===== src/brcs_pkg.sv =====
// ----------------------------------------------------------------------------
// brcs_pkg: shared types and helpers for the control-flow sequencer
// instruction kinds, condition codes, micro step values and the
// condition evaluation function
// ----------------------------------------------------------------------------
package brcs_pkg;

  typedef enum logic [2:0] {
    KIND_JP    = 3'd0,
    KIND_JP_HL = 3'd1,
    KIND_JR    = 3'd2,
    KIND_CALL  = 3'd3,
    KIND_RET   = 3'd4,
    KIND_RETI  = 3'd5,
    KIND_RST   = 3'd6,
    KIND_NONE  = 3'd7
  } kind_t;

  typedef enum logic [2:0] {
    COND_ALWAYS = 3'd0,
    COND_NZ     = 3'd1,
    COND_Z      = 3'd2,
    COND_NC     = 3'd3,
    COND_C      = 3'd4
  } cond_t;

  localparam logic [2:0] STEP_0 = 3'd0;
  localparam logic [2:0] STEP_1 = 3'd1;
  localparam logic [2:0] STEP_2 = 3'd2;
  localparam logic [2:0] STEP_3 = 3'd3;
  localparam logic [2:0] STEP_4 = 3'd4;

  // unknown condition codes behave as always
  function automatic logic eval_cond(logic [2:0] code, logic z, logic c);
    logic r;
    case (code)
      COND_NZ: r = ~z;
      COND_Z:  r = z;
      COND_NC: r = ~c;
      COND_C:  r = c;
      default: r = 1'b1;
    endcase
    return r;
  endfunction

endpackage


===== src/branch_call_return_sequencer.sv =====
// ----------------------------------------------------------------------------
// branch_call_return_sequencer: machine-cycle sequencer for control flow
// walks jp, jp hl, jr, call, ret, reti and rst through their machine
// cycles, one request per machine cycle, with at most one stack access each
// ----------------------------------------------------------------------------
// Each request is one machine cycle of the current instruction. A request is
// captured into an input register, evaluated against the sequencer state
// (micro step, latched condition, pop word) in combinational logic and written
// to the result register, so the block takes a new request every clock while
// the result register is free or being taken. The input register and the
// result register each move whenever the stage after them is empty or being
// drained, so a waiting result still lets a request into an empty input
// register. The sequencer state is updated when a request leaves the input
// register, which keeps the next request's evaluation in order with it.
// Pushes predecrement SP and write the PC high byte before the low byte;
// pops read the low byte first and post-increment SP. bus_address and
// bus_data are zero on cycles without a write.
module branch_call_return_sequencer (
  input  logic        clk,
  input  logic        rst,
  input  logic        in_valid,
  output logic        in_ready,
  input  logic [2:0]  kind,
  input  logic [2:0]  cond,
  input  logic        flag_z,
  input  logic        flag_c,
  input  logic [15:0] imm_word,
  input  logic signed [7:0] rel_offset,
  input  logic [15:0] hl_value,
  input  logic [15:0] pc_in,
  input  logic [15:0] sp_in,
  input  logic [5:0]  rst_vector,
  input  logic [7:0]  mem_at_sp,
  output logic        out_valid,
  input  logic        out_ready,
  output logic        bus_write,
  output logic [15:0] bus_address,
  output logic [7:0]  bus_data,
  output logic [15:0] pc_out,
  output logic [15:0] sp_out,
  output logic        done_res,
  output logic        ime_enable
);
  import brcs_pkg::*;

  // input register
  logic        req_valid;
  kind_t       req_kind;
  logic [2:0]  req_cond;
  logic        req_z;
  logic        req_c;
  logic [15:0] req_imm;
  logic [7:0]  req_rel;
  logic [15:0] req_hl;
  logic [15:0] req_pc;
  logic [15:0] req_sp;
  logic [5:0]  req_vec;
  logic [7:0]  req_mem;

  // sequencer state
  logic [2:0]  micro_step;
  logic        cond_taken;
  logic [15:0] pop_latch;
  logic [2:0]  micro_step_next;
  logic        cond_taken_next;
  logic [15:0] pop_latch_next;

  // result of the current request
  logic        res_wr;
  logic [15:0] res_addr;
  logic [7:0]  res_data;
  logic [15:0] res_pc;
  logic [15:0] res_sp;
  logic        res_done;
  logic        res_ime;

  logic        advance;
  logic [15:0] sp_dec;
  logic [15:0] sp_inc;
  logic [15:0] rel_ext;
  logic        cond_eval;

  // the input register drains when the result register is free or being taken
  assign advance  = req_valid && (!out_valid || out_ready);
  assign in_ready = !req_valid || advance;

  always_ff @(posedge clk) begin
    if (rst) begin
      req_valid <= 1'b0;
    end else if (in_ready) begin
      req_valid <= in_valid;
    end
  end

  always_ff @(posedge clk) begin
    if (in_valid && in_ready) begin
      req_kind <= kind_t'(kind);
      req_cond <= cond;
      req_z    <= flag_z;
      req_c    <= flag_c;
      req_imm  <= imm_word;
      req_rel  <= rel_offset;
      req_hl   <= hl_value;
      req_pc   <= pc_in;
      req_sp   <= sp_in;
      req_vec  <= rst_vector;
      req_mem  <= mem_at_sp;
    end
  end

  assign sp_dec    = req_sp - 16'd1;
  assign sp_inc    = req_sp + 16'd1;
  assign rel_ext   = {{8{req_rel[7]}}, req_rel};
  assign cond_eval = eval_cond(req_cond, req_z, req_c);

  // one machine cycle of the selected instruction
  always_comb begin
    micro_step_next = micro_step;
    cond_taken_next = cond_taken;
    pop_latch_next  = pop_latch;
    res_wr   = 1'b0;
    res_addr = 16'd0;
    res_data = 8'd0;
    res_pc   = req_pc;
    res_sp   = req_sp;
    res_done = 1'b0;
    res_ime  = 1'b0;
    case (req_kind)
      KIND_JP, KIND_JR: begin
        if (micro_step == STEP_0) begin
          cond_taken_next = cond_eval;
          micro_step_next = STEP_1;
        end else if (!cond_taken) begin
          res_done = 1'b1;
        end else if (micro_step == STEP_1) begin
          micro_step_next = STEP_2;
        end else begin
          res_pc   = (req_kind == KIND_JP) ? req_imm : req_pc + rel_ext;
          res_done = 1'b1;
        end
      end
      KIND_JP_HL: begin
        if (micro_step == STEP_0) begin
          micro_step_next = STEP_1;
        end else begin
          res_pc   = req_hl;
          res_done = 1'b1;
        end
      end
      KIND_CALL: begin
        if (micro_step == STEP_0) begin
          cond_taken_next = cond_eval;
          micro_step_next = STEP_1;
        end else if (!cond_taken) begin
          res_done = 1'b1;
        end else if (micro_step == STEP_1) begin
          micro_step_next = STEP_2;
        end else if (micro_step == STEP_2) begin
          res_sp   = sp_dec;
          res_wr   = 1'b1;
          res_addr = sp_dec;
          res_data = req_pc[15:8];
          micro_step_next = STEP_3;
        end else if (micro_step == STEP_3) begin
          res_sp   = sp_dec;
          res_wr   = 1'b1;
          res_addr = sp_dec;
          res_data = req_pc[7:0];
          micro_step_next = STEP_4;
        end else begin
          res_pc   = req_imm;
          res_done = 1'b1;
        end
      end
      KIND_RET, KIND_RETI: begin
        if (micro_step == STEP_0) begin
          // reti is unconditional
          cond_taken_next = (req_kind == KIND_RET) ? cond_eval : 1'b1;
          micro_step_next = STEP_1;
        end else if (req_kind == KIND_RET && !cond_taken) begin
          res_done = 1'b1;
        end else if (micro_step == STEP_1) begin
          micro_step_next = STEP_2;
        end else if (micro_step == STEP_2) begin
          pop_latch_next  = {8'd0, req_mem};
          res_sp          = sp_inc;
          micro_step_next = STEP_3;
        end else if (micro_step == STEP_3) begin
          // high byte merged into the latch as the bus read does
          pop_latch_next  = pop_latch | {req_mem, 8'd0};
          res_sp          = sp_inc;
          micro_step_next = STEP_4;
        end else begin
          res_pc   = pop_latch;
          res_ime  = (req_kind == KIND_RETI);
          res_done = 1'b1;
        end
      end
      KIND_RST: begin
        if (micro_step == STEP_0) begin
          micro_step_next = STEP_1;
        end else if (micro_step == STEP_1) begin
          res_sp   = sp_dec;
          res_wr   = 1'b1;
          res_addr = sp_dec;
          res_data = req_pc[15:8];
          micro_step_next = STEP_2;
        end else if (micro_step == STEP_2) begin
          res_sp   = sp_dec;
          res_wr   = 1'b1;
          res_addr = sp_dec;
          res_data = req_pc[7:0];
          micro_step_next = STEP_3;
        end else begin
          res_pc   = {10'd0, req_vec};
          res_done = 1'b1;
        end
      end
      default: begin
        // unused kind finishes at once with no effect
        res_done = 1'b1;
      end
    endcase
    if (res_done) begin
      micro_step_next = STEP_0;
    end
  end

  // state moves only when a request is retired into the result register
  always_ff @(posedge clk) begin
    if (rst) begin
      micro_step <= STEP_0;
      cond_taken <= 1'b0;
      pop_latch  <= 16'd0;
    end else if (advance) begin
      micro_step <= micro_step_next;
      cond_taken <= cond_taken_next;
      pop_latch  <= pop_latch_next;
    end
  end

  // result register
  always_ff @(posedge clk) begin
    if (rst) begin
      out_valid <= 1'b0;
    end else if (!out_valid || out_ready) begin
      out_valid <= req_valid;
    end
  end

  always_ff @(posedge clk) begin
    if (advance) begin
      bus_write   <= res_wr;
      bus_address <= res_addr;
      bus_data    <= res_data;
      pc_out      <= res_pc;
      sp_out      <= res_sp;
      done_res    <= res_done;
      ime_enable  <= res_ime;
    end
  end

  // checks
  a_step_range: assert property (@(posedge clk) disable iff (rst)
    micro_step <= STEP_4)
    else $error("micro step out of range");

  a_done_clears_step: assert property (@(posedge clk) disable iff (rst)
    advance && res_done |=> micro_step == STEP_0)
    else $error("micro step not cleared after finish");

  a_ime_only_on_done: assert property (@(posedge clk) disable iff (rst)
    out_valid && ime_enable |-> done_res && !bus_write)
    else $error("interrupt enable outside a finishing cycle");

  a_write_addr_is_sp: assert property (@(posedge clk) disable iff (rst)
    out_valid && bus_write |-> !done_res && bus_address == sp_out)
    else $error("stack write address differs from new sp");

  a_stalled_req_holds: assert property (@(posedge clk) disable iff (rst)
    req_valid && !advance |=> req_valid && $stable(req_pc) && $stable(req_kind))
    else $error("stalled request lost");

endmodule

===== config.mk =====
export PLATFORM = sky130hd
export DESIGN_NAME = branch_call_return_sequencer
export DESIGN_NICKNAME = d
export VERILOG_FILES = /design/src/brcs_pkg.sv /design/src/branch_call_return_sequencer.sv
export SDC_FILE = /design/constraint.sdc
export NUM_CORES = 1
export LEC_CHECK = 0
export BUFFER_PORTS_ARGS = -buffer_cell sky130_fd_sc_hd__buf_2
export CAP_MARGIN = 20
export CORE_UTILIZATION = 38
export CTS_CLUSTER_SIZE = 12
export DETAILED_ROUTE_END_ITERATION = 10
export GPL_TIMING_DRIVEN = 0
export PLACE_DENSITY_LB_ADDON = 0.08
export SETUP_SLACK_MARGIN = 0.1
export SYNTH_ARGS = -nofsm -noshare
export SYNTH_HDL_FRONTEND = slang
export SYNTH_SLANG_ARGS = --single-unit

===== constraint.sdc =====
create_clock -name clk -period 3.9 [get_ports clk]
set_input_delay 0 -clock clk [delete_from_list [all_inputs] [get_ports clk]]
set_output_delay 0 -clock clk [all_outputs]
set_load 0.02 [all_outputs]

Word-level counts from Yosys, hierarchy flattened
Index checks and enable logic that the tools add are counted.

operators by class
  add/subtract/negate cells = 3
  eq/ne operators = 21
  multiplexer cells = 98
  bitwise operators = 7
  reduce and logical (&&, ||, !) cells = 20

operator list
  kind                     count
  $mux W16                 41
  $pmux W16 S5             1
  $mux W8                  8
  $pmux W16 S3             1
  $mux W3                  15
  $pmux W16 S2             1
  $mux W1                  25
  $eq A3 B2 Y1 const B     6
  $add A16 B1 Y16 const B  1
  $add A16 B16 Y16         1
  $ne A4 B4 Y1 const B     4
  $or A16 B16 Y16          1
  $pmux W8 S2              1
  $sub A16 B1 Y16 const B  1
  $pmux W3 S5              1
  $eq A3 B3 Y1 const B     4
  $eq A3 B1 Y1 const B     3
  $reduce_and A8 Y1        1
  $logic_not A3 Y1         2
  $not A1 Y1               6
  $reduce_and A6 Y1        1
  $reduce_bool A6 Y1       1
  $reduce_or A6 Y1         1
  $ne A5 B5 Y1 const B     1
  13 further kinds         21

word-level totals
  flip-flop bits (word level) = 175
  input port bits = 98
  output and inout bits = 61
  word-level logic and storage cells = 172

Depth between registers and ports, before layout
Gate-level depths: netlist of the first run.

  word-level depth = 9
  gate-level depth with buffers = 9
  mapped depth without buffers = 8

Worst setup path before layout of the first run
OpenSTA, ideal clock, no wires.

  path type = reg2reg
  from = reg out_valid
  to = reg req_c (enable)
  setup time = 0.463 ns
  data arrival time = 2.948 ns
  data required time = 3.437 ns
  slack = 0.489 ns
  cell stages (with the launch flop) = 4
  buffers on the path = 0
  period minus slack after synthesis = 3.411 ns
  cell sequence = dfxtp_1 -> nor2b_1 -> nand2_1 -> and2_1

on the way
  longest elaborated chain between the ends = 5

ends and longest elaborated chain
  element                   RTL line                             RTL
  start: declaration        branch_call_return_sequencer.sv:34   output logic out_valid,
  start signal: assignment  branch_call_return_sequencer.sv:247  out_valid <= req_valid;
  $logic_not A1 Y1          branch_call_return_sequencer.sv:84   assign advance = req_valid && (!out_valid || out_ready);
  $logic_or A1 B1 Y1        branch_call_return_sequencer.sv:84
  $logic_and A1 B1 Y1       branch_call_return_sequencer.sv:84
  $logic_or A1 B1 Y1        branch_call_return_sequencer.sv:85   assign in_ready = !req_valid || advance;
  net in_ready              branch_call_return_sequencer.sv:22   output logic in_ready,
  $logic_and A1 B1 Y1       branch_call_return_sequencer.sv:96   if (in_valid && in_ready) begin
  end signal: assignment    branch_call_return_sequencer.sv:100  req_c <= flag_c;
  end: declaration          branch_call_return_sequencer.sv:51   logic req_c;

The timed path passes the listed nets, and every way through them passes these cells.
A chain may end at the register's enable or synchronous reset.

Worst setup path in the final report of the first run
  from = reg req_pc[0]
  to = reg pc_out[14], data pin

on the way
  longest elaborated chain between the ends = 6

ends and longest elaborated chain
  element                   RTL line                             RTL
  start: declaration        branch_call_return_sequencer.sv:55   logic [15:0] req_pc;
  start signal: assignment  branch_call_return_sequencer.sv:104  req_pc <= pc_in;
  $add A16 B16 Y16          branch_call_return_sequencer.sv:138  res_pc = (req_kind == KIND_JP) ? req_imm : req_pc + rel_ext;
  $mux W16                  branch_call_return_sequencer.sv:138
  $mux W16                  branch_call_return_sequencer.sv:135  end else if (micro_step == STEP_1) begin
  $mux W16                  branch_call_return_sequencer.sv:133  end else if (!cond_taken) begin
  $mux W16                  branch_call_return_sequencer.sv:130  if (micro_step == STEP_0) begin
  $pmux W16 S5              branch_call_return_sequencer.sv:128  case (req_kind)
  net res_pc[14]            branch_call_return_sequencer.sv:72   logic [15:0] res_pc;
  end signal: assignment    branch_call_return_sequencer.sv:256  pc_out <= res_pc;
  end: declaration          branch_call_return_sequencer.sv:39   output logic [15:0] pc_out,

The timed path passes the listed nets, and every way through them passes these cells.

==> results of run 1 <==
through the flow:
stage | worst slack (ns) | TNS (ns) | std cells | utilization, %
floorplan | 0.489 | 0 | 862 | -
global placement | -0.347 | -31.56 | 1339 | 44.1
detailed placement | 1.00 | 0 | 1341 | 44.3
CTS | 0.962 | 0 | 1471 | 51.0
global route | 0.780 | 0 | 1471 | 51.0
finish | 0.940 | 0 | 1471 | 51.0
report_power, final:
group / internal (mW) / total, mW / switching [mW]
Clock: 0.874 / 1.74 / 0.869
Sequential: 2.14 / 2.21 / 0.0660
Combinational: 0.289 / 0.684 / 0.395
cells in the mapped netlist, types with 8 or more instances:
cell type / instances
inv_1: 19
xnor2_1: 16
dfxtp_1: 22
o221ai_1: 9
clkbuf_1: 17
nand3_1: 28
xor2_1: 12
a22o_1: 8
ha_1: 19
a21oi_1: 69
edfxtp_1: 153
and3_1: 15
nor3_1: 15
a31oi_1: 10
nand2b_1: 12
nand2_1: 82
o21ai_0: 45
mux2i_1: 21
a211oi_1: 8
o211ai_1: 9
nor2_1: 82
buf_2: 26
state kept, by name (all words and copies together) (netlist names), 3 cells and up:
register     count
bus_address     16
bus_data         8
micro_step       3
pc_out          16
pop_latch       16
req_cond         3
req_hl          16
req_imm         16
req_kind         3
req_mem          8
req_pc          16
req_rel          8
req_sp          16
req_vec          6
sp_out          16
cells by family after synthesis:
group | share of synthesized area, %
AND/OR/NAND/NOR | 15.4
adder cells (fa/ha/maj) | 2.79
multiplexers | 3.12
XOR/XNOR | 2.65
flip-flops | 54.4
AO/OA/AOI/OAI | 18.1
buffers and inverters | 3.56
area by class of cell:
type,instances,area (um2)
buffer,53,250
clock buffer,17,425
clock inverter,15,190
fill,2236,11600
inverter,21,78.8
multi-input combinational,613,3890
sequential,175,5030
tap,319,399
timing repair buffer,258,1820
layer usage:
layer | up-vias | wire (um)
met2 | 359 | 13400
met4 | 0 | 595
li1 | 3828 | -
met5 | - | 0
met1 | 3870 | 14200
met3 | 43 | 2040
final timing paths:
kind,from,slack [ns],endpoint
setup reg to reg,req_pc[0]$_DFFE_PP_,0.94,pc_out[14]$_DFFE_PP_
setup / recovery,req_pc[0]$_DFFE_PP_,0.94,pc_out[14]$_DFFE_PP_
hold / removal,mem_at_sp[7],0.25,req_mem[7]$_DFFE_PP_
hold reg to reg,req_mem[1]$_DFFE_PP_,0.51,pop_latch[9]$_SDFFE_PP0P_
==> flow_summary.json, run 1 <==
{
  "status": "finished, final reports clean",
  "grt_pass1_vias": 7591,
  "num_vias": 8100,
  "final_common_cell": "buf_2",
  "min_path_cells": 2,
  "min_path_type": "input port to flop",
  "track_usage_pct": 24.4,
  "async_reset_ff_share_pct": 0,
  "setup_viol": 0,
  "grt_max_degree": 60,
  "path_cells": "ha_1, fa_1, a21o_1, a221oi_2, o21ai_0, a31oi_1, a41oi_1, a21oi_1",
  "pin_count": 159,
  "post_cts_resized": 0,
  "post_cts_buffers": 0,
  "fin_nets": 1257,
  "drive_gt1_share_pct": 22.3,
  "synth_edf_count": 153,
  "met3_usage_pct": 3.78,
  "powerDensity_nw_per_um2": 384,
  "grt_antenna_before_repair": 0,
  "dp_hpwl_um": 21300,
  "worstSetupPathType": "flop to flop",
  "fmaxAchievable_ghz": 0.338,
  "clk_pin_slew_ns": 0.08,
  "fin_crit_sh_pct": 75.9,
  "slowest_delay_ns": 0.58,
  "yosysTopAreaCellShare_pct": 49.7,
  "synth_area_leaders": "edfxtp_1, dfxtp_1, a21oi_1, nand2_1, nor2_1",
  "synth_flop_cell": "edfxtp_1",
  "routedWlPerCell_um": 20.6,
  "fin_total_pwr_mw": 4.64,
  "insertion_delay_ns": 0.45,
  "ant_nets": 0,
  "slew_headroom_pct": 42.7,
  "synthCells": 862,
  "use_met2_pct": 36.6,
  "die_x_um": 158,
  "cts.htree.levels": 4,
  "firstDrtPassIters": 6,
  "syn_nets": 980,
  "antennaDiodeCount": 0,
  "chipHeight_um": 158,
  "holdBufCountCts": 98,
  "start_util_pct": 39.1,
  "yosys_warnings": 0,
  "critPathTopFamily": "compound AO/OA/AOI/OAI gates",
  "crit_fanout": 8,
  "vdd_drop_max_mv": 0.268,
  "numCtsBuffers": 17,
  "wl_um": 30200,
  "placed_cell_area_um2": 10500,
  "tritoncts": "done",
  "core_um2": 23700,
  "grt_util_met1_pct": 36.1,
  "cellLeakagePower_nw": 4.68,
  "max_cap_viol_count": 0,
  "cp_slowest_cell": "edfxtp_1",
  "maxSlewViolCount": 0,
  "ys_ff_latch": 175,
  "hold_viol_final": 0,
  "cts_sinks": 175,
  "tightest_slew_ns": 0.855,
  "syn_avg_cell_area_um2": 10.7,
  "seq_area_frac_synth_pct": 54.4,
  "vias_per_cell": 5.51,
  "gp_congestion": 0.916,
  "dieArea_um2": 25000,
  "cp_num_cells": 8,
  "worst_ep_arrival_time_ns": 3.24,
  "clock_path_buffers": 2,
  "final_cell_mix": "buf_2, edfxtp_1, dlygate4sd3_1",
  "clock_skew_ns": 0.0168,
  "min_period_ns": 2.96,
  "crit_buf_inv": 0,
  "area_growth_pct": 30.7,
  "root_buffer": "clkbuf_16",
  "syn-cell-area_um2": 9250,
  "end_kind": "flop",
  "ys_types": 83,
  "grt_pass1_wl_um": 44600,
  "design_area_um2": 12100,
  "crit_required_ns": 4.18,
  "hold_slack_ns": 0.251,
  "reg2reg_depth": 8,
  "rsz0062_at_grt": "false",
  "start_kind": "flop",
  "synth_top_cell_by_area": "edfxtp_1",
  "drc": 0,
  "grt_overflow_total": 0,
  "io_buffers": 158,
  "drt_iter0_markers": 737,
  "busiest_layer": "met2",
  "rows": 56
}
(Power assumes the default switching activity.)
==> run 2: changes to the inputs <==
==> constraint.sdc (replaced) <==
create_clock -name clk -period 3 [get_ports clk]
set_input_delay 0 -clock clk [delete_from_list [all_inputs] [get_ports clk]]
set_output_delay 0 -clock clk [all_outputs]
set_load 0.02 [all_outputs]
==> run 2 against run 1 <==
  * Total power grew 31%
  * Combinational power is 31% higher
  * Clock skew grew 0.0017 ns
  * Critical endpoint unchanged
  * Register-to-register slack got worse by 0.71 ns
  * Design area rose by 0.26%
  * Sequential share of layout area down 0.11 points
  * Non-clock buffer count up 1
  * Worst hold slack improved by 0.0041 ns
==> flow_summary.json, run 2 (synthesis results as in run 1) <==
{
  "status": "finished, final reports clean",
  "cts_sinks": 175,
  "fin_nets": 1258,
  "pin_count": 159,
  "fin_crit_sh_pct": 92.3,
  "setup_viol": 0,
  "clock_path_buffers": 2,
  "io_buffers": 158,
  "drc": 0,
  "grt_pass1_wl_um": 44400,
  "r2r_end": "pc_out[14]$_DFFE_PP_",
  "numCtsBuffers": 17,
  "vdd_drop_max_mv": 0.290,
  "start_kind": "flop",
  "rsz0062_at_grt": "false",
  "antennaDiodeCount": 0,
  "rr_startpoint": "req_pc[1]$_DFFE_PP_",
  "insertion_delay_ns": 0.45,
  "grt_overflow_total": 0,
  "ant_nets": 0,
  "fillers": 2196,
  "firstDrtPassIters": 5,
  "tritoncts": "done",
  "num_vias": 8033,
  "gp_congestion": 0.925,
  "grt_antenna_before_repair": 0,
  "drt_iter0_markers": 761,
  "end_kind": "flop",
  "min_period_ns": 2.77,
  "holdPathEnd": "req_hl[14]$_DFFE_PP_",
  "clk_pin_slew_ns": 0.07,
  "chipHeight_um": 158,
  "max_cap_viol_count": 0,
  "powerDensity_nw_per_um2": 500,
  "drive_gt1_share_pct": 22.6,
  "maxSlewViolCount": 0,
  "dp_hpwl_um": 21400,
  "core_um2": 23700,
  "fin_total_pwr_mw": 6.06,
  "grt_pass1_vias": 7532,
  "grt_max_degree": 61,
  "wl_um": 30100,
  "worstSetupPathType": "flop to flop",
  "clock_skew_ns": 0.0184,
  "rows": 56,
  "fmaxAchievable_ghz": 0.361,
  "final_common_cell": "buf_2",
  "crit_fanout": 8,
  "slew_headroom_pct": 41.7,
  "tns_ns": 0,
  "cts.htree.levels": 4,
  "hold_viol_final": 0,
  "min_path_type": "input port to flop",
  "tightest_slew_ns": 0.870,
  "vias_per_cell": 5.46,
  "reg2reg_depth": 7,
  "min_path_cells": 2,
  "crit_required_ns": 3.27,
  "rrSetupSlack_ns": 0.23,
  "routedWlPerCell_um": 20.4,
  "area_growth_pct": 31.0,
  "start_util_pct": 39.1,
  "dieArea_um2": 25000,
  "cellLeakagePower_nw": 4.69,
  "track_usage_pct": 24.4,
  "finish.utilization_pct": 51.2,
  "root_buffer": "clkbuf_16",
  "die_x_um": 158,
  "final_cell_mix": "buf_2, edfxtp_1, dlygate4sd3_1",
  "worst_ep_arrival_time_ns": 3.04,
  "min-delay-start": "hl_value[14]"
}
-- run 2: cell count changes in the layout (fill, tap and decap cells not counted), moves of 2 or more --
cell      change
nor3b_2       +2
clkinv_8      -2
nor3b_1       -2
inv_8         +2
-- run 2: power breakdown --
part / total [mW] / switching, mW / internal [mW]
Combinational: 0.893 / 0.516 / 0.377
Sequential: 2.87 / 0.0829 / 2.79
Clock: 2.29 / 1.09 / 1.20
-- run 2: worst max-delay path, cell delays in order, from the launching register on --
cell and delay (ns):
edfxtp_1 0.60, fa_1 0.52, a21o_1 0.21, a221oi_2 0.41, o21ai_0 0.22, a31oi_1 0.27, a41oi_1 0.15, a21oi_1 0.22
-- run 2: how the worst max path moves through the flow --
| stage | start | endpoint | cells after the start | slack, ns |
|---|---|---|---|---|
| floorplan | out_valid$_SDFFE_PP0P_ | pop_latch[10]$_SDFFE_PP0P_ | 8 | 0.10 |
| global placement | out_valid$_SDFFE_PP0P_ | pop_latch[9]$_SDFFE_PP0P_ | 8 | -0.71 |
| detailed placement | req_pc[0]$_DFFE_PP_ | pc_out[14]$_DFFE_PP_ | 8 | 0.11 |
| CTS | req_sp[0]$_DFFE_PP_ | sp_out[10]$_DFFE_PP_ | 9 | 0.15 |
| global route | req_pc[1]$_DFFE_PP_ | pc_out[14]$_DFFE_PP_ | 7 | 0.11 |
| finish | req_pc[1]$_DFFE_PP_ | pc_out[14]$_DFFE_PP_ | 7 | 0.23 |
-- run 2: final cells by class --
class | instances | area [um2] | area share, %
Sequential cell | 175 | 5030 | 41.5
Clock inverter | 15 | 193 | 1.59
Multi-Input combinational cell | 613 | 3910 | 32.3
Buffer | 53 | 250 | 2.06
Inverter | 21 | 78.8 | 0.650
Tap cell | 319 | 399 | 3.29
Timing Repair Buffer | 259 | 1830 | 15.1
Clock buffer | 17 | 425 | 3.51
-- run 2: metal layers --
layer  track usage, %  vias to the layer above  part of all wire, %
met5                0                        -                    0
met4             7.60                        0                  2.1
met3             4.27                       39                  7.2
met2             36.4                      341                   45
met1             35.7                     3827                   46
li1                 -                     3826                    -
-- run 2: metrics by stage --
stage	setup WS (ns)	instances	hold slack, ns	area (um2)
detailed placement	0.114	1341	0.178	10500
global placement	-0.713	1339	0.177	10400
global route	0.110	1472	0.249	12100
CTS	0.147	1472	0.244	12100
finish	0.230	1472	0.256	12100
floorplan	0.101	862	0.0691	9250
-- run 2: timing repair --
action                     in CTS  in global routing
setup buffers                   1                  0
setup endpoints to repair       1                  6
hold endpoints to repair      100                  0
gates resized for setup         0                  5
hold buffers                   98                  0
